### config.mk
export PLATFORM = sky130hd
export DESIGN_NAME = modem_wake_handshake_fsm_top_flat
export DESIGN_NICKNAME = d
export VERILOG_FILES = /design/src/hw/rtl/mwh_pkg.sv /design/src/hw/rtl/mwh_chan_if.sv /design/src/hw/rtl/modem_wake_handshake_fsm_top.sv /design/src/flat_wrapper.sv
export SDC_FILE = /design/constraint.sdc
export NUM_CORES = 1
export LEC_CHECK = 0
export BUFFER_PORTS_ARGS = -buffer_cell sky130_fd_sc_hd__buf_2
export CELL_PAD_IN_SITES_DETAIL_PLACEMENT = 1
export CELL_PAD_IN_SITES_GLOBAL_PLACEMENT = 2
export CORE_ASPECT_RATIO = 1.75
export CORE_MARGIN = 4
export CORE_UTILIZATION = 25
export CTS_CLUSTER_DIAMETER = 40
export CTS_CLUSTER_SIZE = 25
export DETAILED_ROUTE_END_ITERATION = 10
export PLACE_DENSITY_LB_ADDON = 0.15
export SYNTH_ARGS = -nofsm -noshare
export SYNTH_HDL_FRONTEND = slang
export SYNTH_SLANG_ARGS = --single-unit
### constraint.sdc
create_clock -name clock -period 1.7 [get_ports clock]
set_clock_uncertainty 0.2 [all_clocks]
set_input_delay 0.17 -clock clock [delete_from_list [all_inputs] [get_ports clock]]
set_output_delay 0.17 -clock clock [all_outputs]
set_load 0.05 [all_outputs]
### src/hw/rtl/mwh_pkg.sv
// ----------------------------------------------------------------------------
// mwh_pkg
// Shared types and codes for the modem wake handshake block: event codes,
// link states and the item layouts of the request and response channels.
// ----------------------------------------------------------------------------
package mwh_pkg;

   typedef enum logic [2:0] {
      ACT_WAKE_EDGE       = 3'd0,
      ACT_POWER_ON        = 3'd1,
      ACT_POWER_OFF       = 3'd2,
      ACT_SUSPEND_PREPARE = 3'd3,
      ACT_POST_SUSPEND    = 3'd4,
      ACT_HOST_WAKE_REQ   = 3'd5
   } action_type;

   typedef enum logic [2:0] {
      LINK_UNINIT    = 3'd0,
      LINK_IRQ_READY = 3'd1,
      LINK_INIT1     = 3'd2,
      LINK_INIT2     = 3'd3,
      LINK_READY     = 3'd4
   } link_state_type;

   typedef struct packed {
      logic [2:0] action;
      logic       ap_wake_level;
      logic       bb_wake_level;
      logic       link_active_level;
      logic       modem_ready;
   } req_payload_type;

   typedef struct packed {
      logic [2:0] next_state;
      logic       register_link;
      logic       init_finished;
      logic       host_wake_ack;
      logic       modem_resume_request;
      logic       bb_wake_set;
      logic       bb_wake_clear;
      logic       sequence_error;
      logic       request_ignored;
   } rsp_payload_type;

endpackage

### src/hw/rtl/mwh_chan_if.sv
// ----------------------------------------------------------------------------
// mwh_chan_if
// Valid/ready channels of the modem wake handshake block: one for event
// items in, one for result items out.
// ----------------------------------------------------------------------------
interface mwh_req_if import mwh_pkg::*; ();
   logic            valid;
   logic            ready;
   req_payload_type payload;

   modport source (output valid, output payload, input ready);
   modport sink   (input valid, input payload, output ready);
endinterface

interface mwh_rsp_if import mwh_pkg::*; ();
   logic            valid;
   logic            ready;
   rsp_payload_type payload;

   modport source (output valid, output payload, input ready);
   modport sink   (input valid, input payload, output ready);
endinterface

### src/hw/rtl/modem_wake_handshake_fsm_top.sv
// ----------------------------------------------------------------------------
// modem_wake_handshake_fsm_top
// Host-side wake handshake with a baseband modem: link boot sequence,
// host- and modem-initiated wake, and power/suspend events.
// ----------------------------------------------------------------------------
// Each event item on req_chan yields exactly one result item on rsp_chan.
// An accepted item updates the link state and lands in the result register
// at the same clock edge, so the result is visible in the cycle after
// acceptance. The block takes one item per cycle: req_chan.ready is high
// whenever the result register is empty or is being drained in the same
// cycle, so a full result register only stalls the input when the consumer
// holds off. The result carries the link state after the event plus
// action flags (register link, init done, host wake ack, modem
// resume, drive/clear host wake line) and the sequence-error and
// ignored-request flags; at most one flag is set per item. The modem boots
// through irq ready, init1 and init2 by wake-line edges of alternating
// polarity (rising, falling, rising) and then reaches ready. csr_wdata is
// the block-enable bit: while it is zero, wake-edge events are ignored; the
// power, suspend and host wake request events work regardless. Write it only
// while no item is in flight.
// ----------------------------------------------------------------------------
module modem_wake_handshake_fsm_top
   import mwh_pkg::*;
(
   input  logic       clock,
   input  logic       reset,
   mwh_req_if.sink    req_chan,
   mwh_rsp_if.source  rsp_chan,
   input  logic       csr_we,
   input  logic       csr_wdata
);

   // Configuration: block enable.
   logic block_enabled_ff;

   // Handshake state.
   link_state_type link_state_ff;
   link_state_type link_state_in;
   logic           host_wake_pending_ff;
   logic           host_wake_pending_in;

   // Result register.
   logic            rsp_valid_ff;
   rsp_payload_type rsp_payload_ff;
   rsp_payload_type rsp_payload_in;

   logic req_fire;
   logic rsp_fire;

   // Accept a new item whenever the result slot is free or drains this cycle.
   assign rsp_fire       = rsp_valid_ff & rsp_chan.ready;
   assign req_chan.ready = ~rsp_valid_ff | rsp_chan.ready;
   assign req_fire       = req_chan.valid & req_chan.ready;

   assign rsp_chan.valid   = rsp_valid_ff;
   assign rsp_chan.payload = rsp_payload_ff;

   // Hold the enable bit until software rewrites it.
   always_ff @(posedge clock) begin
      if (reset) begin
         block_enabled_ff <= 1'b0;
      end else if (csr_we) begin
         block_enabled_ff <= csr_wdata;
      end
   end

   // Next state and result flags for the item on the input side.
   always_comb begin
      rsp_payload_in       = '0;
      link_state_in        = link_state_ff;
      host_wake_pending_in = host_wake_pending_ff;

      case (action_type'(req_chan.payload.action))
         ACT_WAKE_EDGE: begin
            if (!block_enabled_ff) begin
               rsp_payload_in.request_ignored = 1'b1;
            end else begin
               case (link_state_ff)
                  LINK_UNINIT: begin
                     // Spurious edge before power on.
                     rsp_payload_in.request_ignored = 1'b1;
                  end
                  LINK_IRQ_READY: begin
                     if (req_chan.payload.ap_wake_level) begin
                        link_state_in = LINK_INIT1;
                     end else begin
                        rsp_payload_in.sequence_error = 1'b1;
                     end
                  end
                  LINK_INIT1: begin
                     if (!req_chan.payload.ap_wake_level) begin
                        link_state_in                = LINK_INIT2;
                        rsp_payload_in.register_link = 1'b1;
                     end else begin
                        rsp_payload_in.sequence_error = 1'b1;
                     end
                  end
                  LINK_INIT2: begin
                     if (req_chan.payload.ap_wake_level) begin
                        link_state_in                = LINK_READY;
                        rsp_payload_in.init_finished = 1'b1;
                     end else begin
                        rsp_payload_in.sequence_error = 1'b1;
                     end
                  end
                  default: begin
                     // Ready, and any stray code treated as ready.
                     if (!req_chan.payload.link_active_level) begin
                        rsp_payload_in.request_ignored = 1'b1;
                     end else if (!req_chan.payload.ap_wake_level) begin
                        if (req_chan.payload.bb_wake_level) begin
                           host_wake_pending_in         = 1'b0;
                           rsp_payload_in.host_wake_ack = 1'b1;
                        end else if (req_chan.payload.modem_ready) begin
                           rsp_payload_in.modem_resume_request = 1'b1;
                        end
                     end else if (req_chan.payload.bb_wake_level) begin
                        rsp_payload_in.bb_wake_clear = 1'b1;
                     end
                  end
               endcase
            end
         end
         ACT_POWER_ON: begin
            link_state_in = LINK_IRQ_READY;
         end
         ACT_POWER_OFF, ACT_SUSPEND_PREPARE: begin
            link_state_in = LINK_UNINIT;
         end
         ACT_POST_SUSPEND: begin
            link_state_in = LINK_READY;
         end
         ACT_HOST_WAKE_REQ: begin
            if (!req_chan.payload.ap_wake_level) begin
               // Modem already awake.
               rsp_payload_in.request_ignored = 1'b1;
            end else begin
               host_wake_pending_in       = 1'b1;
               rsp_payload_in.bb_wake_set = 1'b1;
            end
         end
         default: begin
            rsp_payload_in.request_ignored = 1'b1;
         end
      endcase

      rsp_payload_in.next_state = link_state_in;
   end

   // Advance the state only on an accepted item.
   always_ff @(posedge clock) begin
      if (reset) begin
         link_state_ff        <= LINK_UNINIT;
         host_wake_pending_ff <= 1'b0;
      end else if (req_fire) begin
         link_state_ff        <= link_state_in;
         host_wake_pending_ff <= host_wake_pending_in;
      end
   end

   // Result slot: fill on accept, drop on drain.
   always_ff @(posedge clock) begin
      if (reset) begin
         rsp_valid_ff <= 1'b0;
      end else if (req_fire) begin
         rsp_valid_ff <= 1'b1;
      end else if (rsp_fire) begin
         rsp_valid_ff <= 1'b0;
      end
   end

   always_ff @(posedge clock) begin
      if (req_fire) begin
         rsp_payload_ff <= rsp_payload_in;
      end
   end

   // ------------------------------------------------------------------------
   // Assertions
   // ------------------------------------------------------------------------
   a_state_matches_result: assert property (@(posedge clock) disable iff (reset)
      req_fire |=> (rsp_payload_ff.next_state == link_state_ff))
      else $error("result state differs from link state register");

   a_one_flag: assert property (@(posedge clock) disable iff (reset)
      rsp_valid_ff |-> $onehot0({rsp_payload_ff.register_link,
                                 rsp_payload_ff.init_finished,
                                 rsp_payload_ff.host_wake_ack,
                                 rsp_payload_ff.modem_resume_request,
                                 rsp_payload_ff.bb_wake_set,
                                 rsp_payload_ff.bb_wake_clear,
                                 rsp_payload_ff.sequence_error,
                                 rsp_payload_ff.request_ignored}))
      else $error("more than one result flag set");

   a_wake_pending: assert property (@(posedge clock) disable iff (reset)
      (req_fire && rsp_payload_in.bb_wake_set) |=> host_wake_pending_ff)
      else $error("host wake request did not mark a pending wake");

   a_stall: assert property (@(posedge clock) disable iff (reset)
      (rsp_valid_ff && !rsp_chan.ready) |=> (rsp_valid_ff && $stable(rsp_payload_ff)))
      else $error("held result lost or changed under stall");

endmodule
### src/flat_wrapper.sv
// flat-port wrapper written by rule: the top's interface ports become plain ports
module modem_wake_handshake_fsm_top_flat import mwh_pkg::*;
  (clock, reset, csr_we, csr_wdata, req_chan_valid, req_chan_payload, req_chan_ready, rsp_chan_valid, rsp_chan_payload, rsp_chan_ready);
  mwh_req_if req_chan_i ();
  mwh_rsp_if rsp_chan_i ();
  input  logic clock;
  input  logic reset;
  input  logic csr_we;
  input  logic csr_wdata;
  input wire logic [$bits(req_chan_i.valid)-1:0] req_chan_valid;
  input wire logic [$bits(req_chan_i.payload)-1:0] req_chan_payload;
  output wire logic [$bits(req_chan_i.ready)-1:0] req_chan_ready;
  output wire logic [$bits(rsp_chan_i.valid)-1:0] rsp_chan_valid;
  output wire logic [$bits(rsp_chan_i.payload)-1:0] rsp_chan_payload;
  input wire logic [$bits(rsp_chan_i.ready)-1:0] rsp_chan_ready;
  assign req_chan_i.valid = req_chan_valid;
  assign req_chan_i.payload = req_chan_payload;
  assign req_chan_ready = req_chan_i.ready;
  assign rsp_chan_valid = rsp_chan_i.valid;
  assign rsp_chan_payload = rsp_chan_i.payload;
  assign rsp_chan_i.ready = rsp_chan_ready;
  modem_wake_handshake_fsm_top u_core (.clock(clock), .reset(reset), .req_chan(req_chan_i), .rsp_chan(rsp_chan_i), .csr_we(csr_we), .csr_wdata(csr_wdata));
endmodule
# ---- Yosys cells after proc, flatten, opt, wreduce, memory -nomap -nowiden
# Cells that the tools add are included.
dict set report word_totals {
  inputBits 13
  output_inout_bits 13
  reg_bits 16
}
dict set report classes {
  bitwise_logic 8
  reduce_logical 13
  n_eq_ne 8
  n_mux 17
}
# cell n
set ops {}
lappend ops {{$reduce_or A8 Y1} 2}
lappend ops {{$eq A3 B2 Y1 const B} 4}
lappend ops {{$mux W3} 4}
lappend ops {{$pmux W3 S4} 1}
lappend ops {{$pmux W3 S3} 1}
lappend ops {{$reduce_or A9 Y1} 1}
lappend ops {{$mux W1} 8}
lappend ops {{$eq A3 B1 Y1 const B} 2}
lappend ops {{$eq A3 B3 Y1 const B} 2}
lappend ops {{$logic_not A3 Y1} 2}
lappend ops {{$reduce_and A3 Y1} 2}
lappend ops {{$not A1 Y1} 5}
lappend ops {{$pmux W1 S2} 2}
lappend ops {{$reduce_or A2 Y1} 2}
lappend ops {{$reduce_or A4 Y1} 1}
lappend ops {{$pmux W1 S3} 1}
lappend ops {{$reduce_or A3 Y1} 1}
lappend ops {{$and A1 B1 Y1} 2}
lappend ops {{$reduce_and A2 Y1} 1}
lappend ops {{$reduce_bool A2 Y1} 1}
lappend ops {{$or A1 B1 Y1} 1}

# ---- Longest topological paths before layout
# Gate-level depths: netlist of run 1.
dict set report logic_depth {
  ltp_word 5
  ltp_mapped 5
  ltp_nobuf 4
}

# ---- Worst setup path after synthesis of run 1
# OpenSTA, ideal clock, no wires.
dict set report synth_path {
  path_kind {flip-flop to flip-flop}
  startpoint {register u_core.rsp_valid_ff (netlist: u_core.rsp_chan.valid)}
  endpoint {register u_core.link_state_ff[0]}
  t_arrival_ns 1.935
  n_path_buf 1
  path_stages_with_launch 6
  setup_ns 0.161
  slack_ns -0.596
  required_ns 1.339
  cell_sequence {dfxtp_1 nand2b_1 and2_1 clkbuf_1 a21oi_1 a311oi_2}
}
dict set report synth_via {
  elab_chain_cells 3
}
# element line
set synth_lines {}
lappend synth_lines {{start: declaration} modem_wake_handshake_fsm_top.sv:43} ;# logic rsp_valid_ff;
lappend synth_lines {{start signal: assignment} modem_wake_handshake_fsm_top.sv:164} ;# rsp_valid_ff <= 1'b0;
lappend synth_lines {{start signal: assignment} modem_wake_handshake_fsm_top.sv:166} ;# rsp_valid_ff <= 1'b1;
lappend synth_lines {{start signal: assignment} modem_wake_handshake_fsm_top.sv:168} ;# rsp_valid_ff <= 1'b0;
lappend synth_lines {{$not A1 Y1} modem_wake_handshake_fsm_top.sv:52} ;# assign req_chan.ready = ~rsp_valid_ff | rsp_chan.ready;
lappend synth_lines {{$or A1 B1 Y1} modem_wake_handshake_fsm_top.sv:52}
lappend synth_lines {{named net req_chan_ready} flat_wrapper.sv:12} ;# output wire logic [$bits(req_chan_i.ready)-1:0] req_chan_ready;
lappend synth_lines {{$and A1 B1 Y1} modem_wake_handshake_fsm_top.sv:53} ;# assign req_fire = req_chan.valid & req_chan.ready;
lappend synth_lines {{named net u_core.req_fire} modem_wake_handshake_fsm_top.sv:47} ;# logic req_fire;
lappend synth_lines {{end signal: assignment} modem_wake_handshake_fsm_top.sv:156} ;# link_state_ff <= link_state_in;
lappend synth_lines {{end: declaration} modem_wake_handshake_fsm_top.sv:37} ;# link_state_type link_state_ff;
# The timed path passes the listed nets, and every way through them passes these cells.
# A chain may end at the register's enable or synchronous reset.

# ---- Worst setup path after layout of run 1
dict set report layout_path {
  startpoint {register u_core.link_state_ff[2]}
  endpoint {register u_core.link_state_ff[0]}
}
dict set report layout_via {
  elab_chain_cells 4
  word_cells_on_any_way 6
  classes_between {eq/ne: 3; mux: 3}
}
# element line
set layout_lines {}
lappend layout_lines {{$eq A3 B2 Y1 or $eq A3 B1 Y1 (tied branches)} modem_wake_handshake_fsm_top.sv:78} ;# case (link_state_ff)
lappend layout_lines {{$pmux W3 S3 *} modem_wake_handshake_fsm_top.sv:78}
lappend layout_lines {{$mux W3 *} modem_wake_handshake_fsm_top.sv:75} ;# if (!block_enabled_ff) begin
lappend layout_lines {{$pmux W3 S4 *} modem_wake_handshake_fsm_top.sv:73} ;# case (action_type'(req_chan.payload.action))
# Every way passes the cells marked *; elsewhere a longest branch is shown, timed or not.

==> flow_summary_export.csv, run 1 <==
group,metric,value,unit
place,place_congestion,0.713,
worst_hold_path,hold_path.class,"primary input to flop",
synth,netlist.area_leader.share,40.3,%
synth,avgSynthCellArea,10.6,um^2
sta,setup_tns,0,ns
synth,postSynthCellCount,77,
run_status,status,"complete, but fails checks",
synth,synth_flop_cell,"edfxtp_1",
cts,cts_made_buffers,3,
synth,ys_types,34,
worst_setup_path,critPathKind,"flop to flop",
cells_and_area,num_antenna_cells,0,
floorplan,fp.dieH,83.7,um
synth,synth_edf_count,11,
cts,cts.sinks,16,
sta,fin_crit_sh,92.9,%
cts,cts_resized,0,
synth,yosysMostFrequentCell,"edfxtp_1",
cells_and_area,nets,123,
global_route,grt_usage,10.6,%
floorplan,num_io_pins,26,
synth,ys_warn_count,0,
worst_setup_path,rr_endpoint,"u_core.link_state_ff[0]",
global_route,antenna_found_initial,0,
worst_setup_path,crit_required,1.66,ns
floorplan,initial_core_util,26.1,%
synth,synthTopCellsByArea,"edfxtp_1, dfxtp_1, a21oi_1",
floorplan,core,0.00314,mm^2
worst_setup_path,crit_arrival,1.53,ns
routing,firstDrtPassIters,2,
synth,ys_async_sr_fraction,0,%
routing,vias,701,
worst_setup_path,cp_max_fo,8,
worst_hold_path,whs_path_depth,2,
place,dp.final_hpwl,1.65,mm
floorplan,num_rows,27,
sta,fin_crit,1.58,ns
synth,yosys.area_share.simple,27.0,%
cells_and_area,instances_no_fill,152,
global_route,grt_pass1_vias,736,
routing,via_per_inst,4.61,
worst_hold_path,min_to,"u_core.block_enabled_ff",
cts,cts.clk_slew.worst_paths,0.06,ns
routing,drc,0,
synth,synthMuxAreaShare,1.22,%
synth,synth_top_family_by_area,"simple AND/OR/NAND/NOR gates",
global_route,grt_overflow,0,
synth,yosys.area.top_type,"edfxtp_1",
worst_setup_path,startpoint_type,"flop",
cts,htreeDepth,1,
synth,netlist_area,820,um^2
floorplan,die-area,0.00429,mm^2
job,cap_violations,0,
sta,fin_hold_ws,-0.00556,ns
cts,cts_setup_buffers,0,
synth,synth_fa_ha_area_share,0,%
worst_setup_path,r2r-start,"u_core.link_state_ff[2]",
cts,cts_buffer_depth,2,
routing,totalWireLength,2.07,mm
sta,setup_viol,0,
global_route,grt_max_degree,17,
power_and_ir_drop,p_per_area,815,mW/mm^2
synth,ys_seq_area_share,52.5,%
sta,hold_viol_final,1,
power_and_ir_drop,p_leak,0.000460,uW
cts,hold_buffers,4,
floorplan,dieWidth,51.3,um
place,placed_cells_incl_taps,144,
synth,synth-seq-cells,16,
routing,antenna_left,0,
synth,synth_common_cells,"edfxtp_1, nor2_1, a21oi_1",
global_route,grt_pass1_wl,3.48,mm
sta,slew_viol_final,0,
worst_hold_path,min_from,"reset",
worst_setup_path,rr_worst_depth,4,
synth,synth-xor-area-share,1.07,%
synth,syn_nets,90,
cells_and_area,area_delta_synth_final,35.6,%
place,numPortBuffers,25,
run_status,violations,"negative hold slack",
worst_setup_path,endpoint_kind,"flop",
cts,clock-root-buffer,"clkbuf_8",
routing,avgRoutedWirePerCell,13.6,um
cells_and_area,drive_gt1_share,35.8,%
sta,fmax,633,MHz
synth,synth_compound_gate_area_share,14.8,%
sta,slew_headroom,77.9,%
cts,cts_tree,"built",
worst_setup_path,r2r_setup_slack,0.12,ns
sta,tightest_slew,0.332,ns
routing,drt_iter0_drc,29,
power_and_ir_drop,peakVddDrop,0.387,mV
cts,clk_latency,0.25,ns
sta,rsz0062_at_grt,"false",
[per-layer routing]
metal	GRT usage [%]	share of wire, %	routed length (um)	vias up
met4	6.21	2.9	60	0
met2	19.0	57	1180	17
li1	-	-	-	344
met5	0	0	0	-
met3	1.25	3.6	75	6
met1	11.5	36	750	334
[worst max path at each step]
stage / startpoint / end / slack (ns) / depth (start not counted)
finish: u_core.link_state_ff[2] / u_core.link_state_ff[0] / 0.12 / 4
floorplan: u_core.rsp_chan.valid / u_core.link_state_ff[0] / 0.02 / 5
global route: csr_wdata / u_core.block_enabled_ff / 0.05 / 5
global placement: u_core.link_state_ff[2] / u_core.link_state_ff[0] / 0.18 / 4
detailed placement: u_core.link_state_ff[2] / u_core.link_state_ff[0] / 0.17 / 4
CTS: u_core.link_state_ff[2] / u_core.link_state_ff[0] / 0.11 / 4
[flip-flops by register name, summed over array words and instances (netlist names)]
signal,cells
u_core.link_state_ff,3
u_core.rsp_chan.valid,1
u_core.block_enabled_ff,1
u_core.rsp_chan.payload,11
[report_power, final]
part           switching [uW]  internal (uW)
logic                     114           56.2
registers                7.79            434
clock network             128            166
[cells by family after synthesis]
kind of cell              Yosys count
muxes                               1
and+or+nand+nor                    35
xor gates and xnor gates            1
buffers and inverters               6
DFF                                16
AOI/OAI and AO/OA                  18
[area by class of cell]
class / instances / area (um^2)
clock buffers: 4 / 45.0
well taps: 43 / 53.8
multi-input cells: 55 / 369
flip-flops and latches: 16 / 432
repair buffers: 33 / 208
inverters: 1 / 3.75
fillers: 369 / 2030
[worst max-delay path, stage by stage, from the launching register on]
cell and delay [ns]:
dfxtp_1 0.51, nor2b_2 0.09, o31ai_1 0.28, a21oi_1 0.15, a311oi_2 0.25
[cells in the final DEF, fill, tap and decap left out, drive strengths merged, types with 2 or more instances in the layout]
cell type / Yosys / final
nor2: 8 / 8
nand2: 4 / 4
nand2b: 2 / 2
nor2b: 4 / 4
or2: 2 / 2
a21oi: 7 / 7
nor3: 3 / 3
dlygate4sd3: 0 / 4
nand3b: 2 / 2
o21ai: 5 / 5
edfxtp: 11 / 11
and3: 3 / 3
nor3b: 2 / 2
clkbuf: 3 / 4
a41o: 2 / 2
buf: 2 / 29
dfxtp: 5 / 5
[stage by stage]
stage | utilization [%] | hold WS (ns) | power (uW) | setup WS [ns] | instance area [um^2]
after global placement | 32.7 | 0.211 | 613 | 0.176 | 1030
after detailed placement | 32.7 | 0.223 | 615 | 0.169 | 1030
after floorplan | - | 0.0317 | 557 | 0.0174 | 830
final | 35.4 | -0.00556 | 906 | 0.121 | 1110
after CTS | 35.4 | 0.00383 | 924 | 0.114 | 1110
after global routing | 35.4 | 0.00330 | 948 | 0.0466 | 1110
Note: power is estimated with default switching activity, not from simulation.
==> run 2, diff against run 1 <==
- CORE_MARGIN: 4 -> 2
==> flow_summary_export.csv, run 2 (synthesis gave the netlist of run 1 again) <==
group,metric,value,unit
cells_and_area,area_delta_synth_final,37.1,%
place,dp.final_hpwl,1.57,mm
global_route,antenna_found_initial,0,
job,cap_violations,0,
cts,cts.sinks,16,
cells_and_area,final_common_cell,"buf_2",
worst_setup_path,startpoint_type,"primary input",
place,place_ws,0.218,ns
cts,clk_latency,0.25,ns
worst_setup_path,cp_top_family,"buffers and inverters",
sta,slew_viol_final,0,
cts,cts_buffer_depth,2,
cts,cts_setup_buffers,0,
floorplan,dieWidth,47.3,um
worst_setup_path,endpoint_kind,"flop",
floorplan,num_rows,27,
power_and_ir_drop,peakVddDrop,0.394,mV
worst_setup_path,cp.depth,5,
worst_setup_path,cpPeakStageDelay,0.56,ns
cells_and_area,final-seq-area,432,um^2
worst_setup_path,crit_buf_inv,3,
cts,cts_tree,"built",
cts,cts.clk_slew.worst_paths,0.06,ns
routing,drc,0,
worst_setup_path,crit_arrival,1.53,ns
sta,fin_crit,1.58,ns
cts,clock-root-buffer,"clkbuf_8",
worst_hold_path,hold_path.class,"primary input to flop",
routing,antenna_left,0,
sta,tightest_slew,0.331,ns
routing,firstDrtPassIters,2,
global_route,grt_pass1_vias,743,
cells_and_area,fill_cells,370,
floorplan,core,0.00314,mm^2
floorplan,fp.dieH,79.7,um
routing,via_per_inst,4.61,
global_route,grt_pass1_wl,3.36,mm
cts,hold_buffers,5,
worst_setup_path,critPathKind,"primary input to flop",
worst_setup_path,crit_required,1.65,ns
place,place_congestion,0.758,
routing,totalWireLength,2.01,mm
cts,htreeDepth,1,
floorplan,die-area,0.00377,mm^2
cells_and_area,largest_reg_flops,11,
power_and_ir_drop,p_leak,0.000464,uW
sta,hold_viol_final,0,
worst_hold_path,whs_path_depth,2,
worst_setup_path,crit_chain,"dlygate4sd3_1 -> buf_2 -> mux2i_1 -> dlygate4sd3_1 -> nor2_1",
cells_and_area,nets,123,
sta,setup_viol,0,
power_and_ir_drop,p_per_area,849,mW/mm^2
cells_and_area,mostFrequentLayoutCells,"buf_2, edfxtp_1, nor2_1, a21oi_1, dlygate4sd3_1",
sta,slew_headroom,77.9,%
sta,fmax,631,MHz
floorplan,initial_core_util,26.1,%
global_route,grt_usage,12.5,%
routing,avgRoutedWirePerCell,13.2,um
sta,fin_crit_sh,93.2,%
sta,rsz0062_at_grt,"false",
routing,vias,700,
cells_and_area,num_antenna_cells,0,
cts,cts_made_buffers,3,
worst_setup_path,crit_top_cell,"dlygate4sd3_1",
run_status,status,"finished, final reports clean",
sta,fin_ws,0.116,ns
global_route,grt_overflow,0,
worst_setup_path,critPathSlowestCell,"dlygate4sd3_1",
global_route,grt_max_degree,17,
cells_and_area,multiInputGateArea,369,um^2
worst_setup_path,rr_worst_depth,4,
cts,cts_resized,0,
sta,setup_tns,0,ns
power_and_ir_drop,finalPower,954,uW
place,numPortBuffers,25,
worst_setup_path,cp_max_fo,1,
cells_and_area,drive_gt1_share,35.8,%
routing,drt_iter0_drc,22,
floorplan,num_io_pins,26,
run 2: cell count changes in the layout (fill, tap and decap cells not counted):
cell / before / now
buf_4: 3 / 2
clkbuf_1: 1 / 0
clkbuf_8: 3 / 4
dlygate4sd3_1: 4 / 5
run 2: report_power, final:
group          internal [uW]  switching (uW)  leakage [uW]
Combinational           57.1             113      0.000284
Sequential               434            7.88      0.000152
Clock                    206             137     0.0000288
Total                    697             257      0.000464
run 2: per-layer routing:
layer  vias to the layer above  global-route usage, %  wire, um
met3                         4                   2.49        67
met2                        15                   23.1      1140
met1                       334                   12.0       766
met4                         0                   5.56        34
li1                        347                      -         -
met5                         -                      0         0
run 2: worst paths after layout:
check,from,end,slack (ns)
setup reg to reg,u_core.block_enabled_ff,u_core.block_enabled_ff,0.18
setup / recovery,csr_wdata,u_core.block_enabled_ff,0.12
hold / removal,req_chan_payload[0],u_core.rsp_chan.payload[4],0.02
hold reg to reg,u_core.link_state_ff[2],u_core.link_state_ff[2],0.45
run 2: area by class of cell:
class                   instances  area share (%)
multi-input cells              55            32.9
repair buffers                 33            18.7
well taps                      43            4.79
inverters                       1           0.334
flip-flops and latches         16            38.4
clock buffers                   4            4.90
run 2: stage by stage:
| stage | instances | utilization (%) | cell area (um^2) | hold WS (ns) |
|---|---|---|---|---|
| final | 152 | 35.8 | 1120 | 0.0164 |
| after global routing | 152 | 35.8 | 1120 | 0.0288 |
| after CTS | 152 | 35.8 | 1120 | 0.0177 |
| after detailed placement | 143 | 32.4 | 1020 | 0.219 |
| after global placement | 143 | 32.4 | 1020 | 0.210 |
| after floorplan | 77 | - | 830 | 0.0317 |
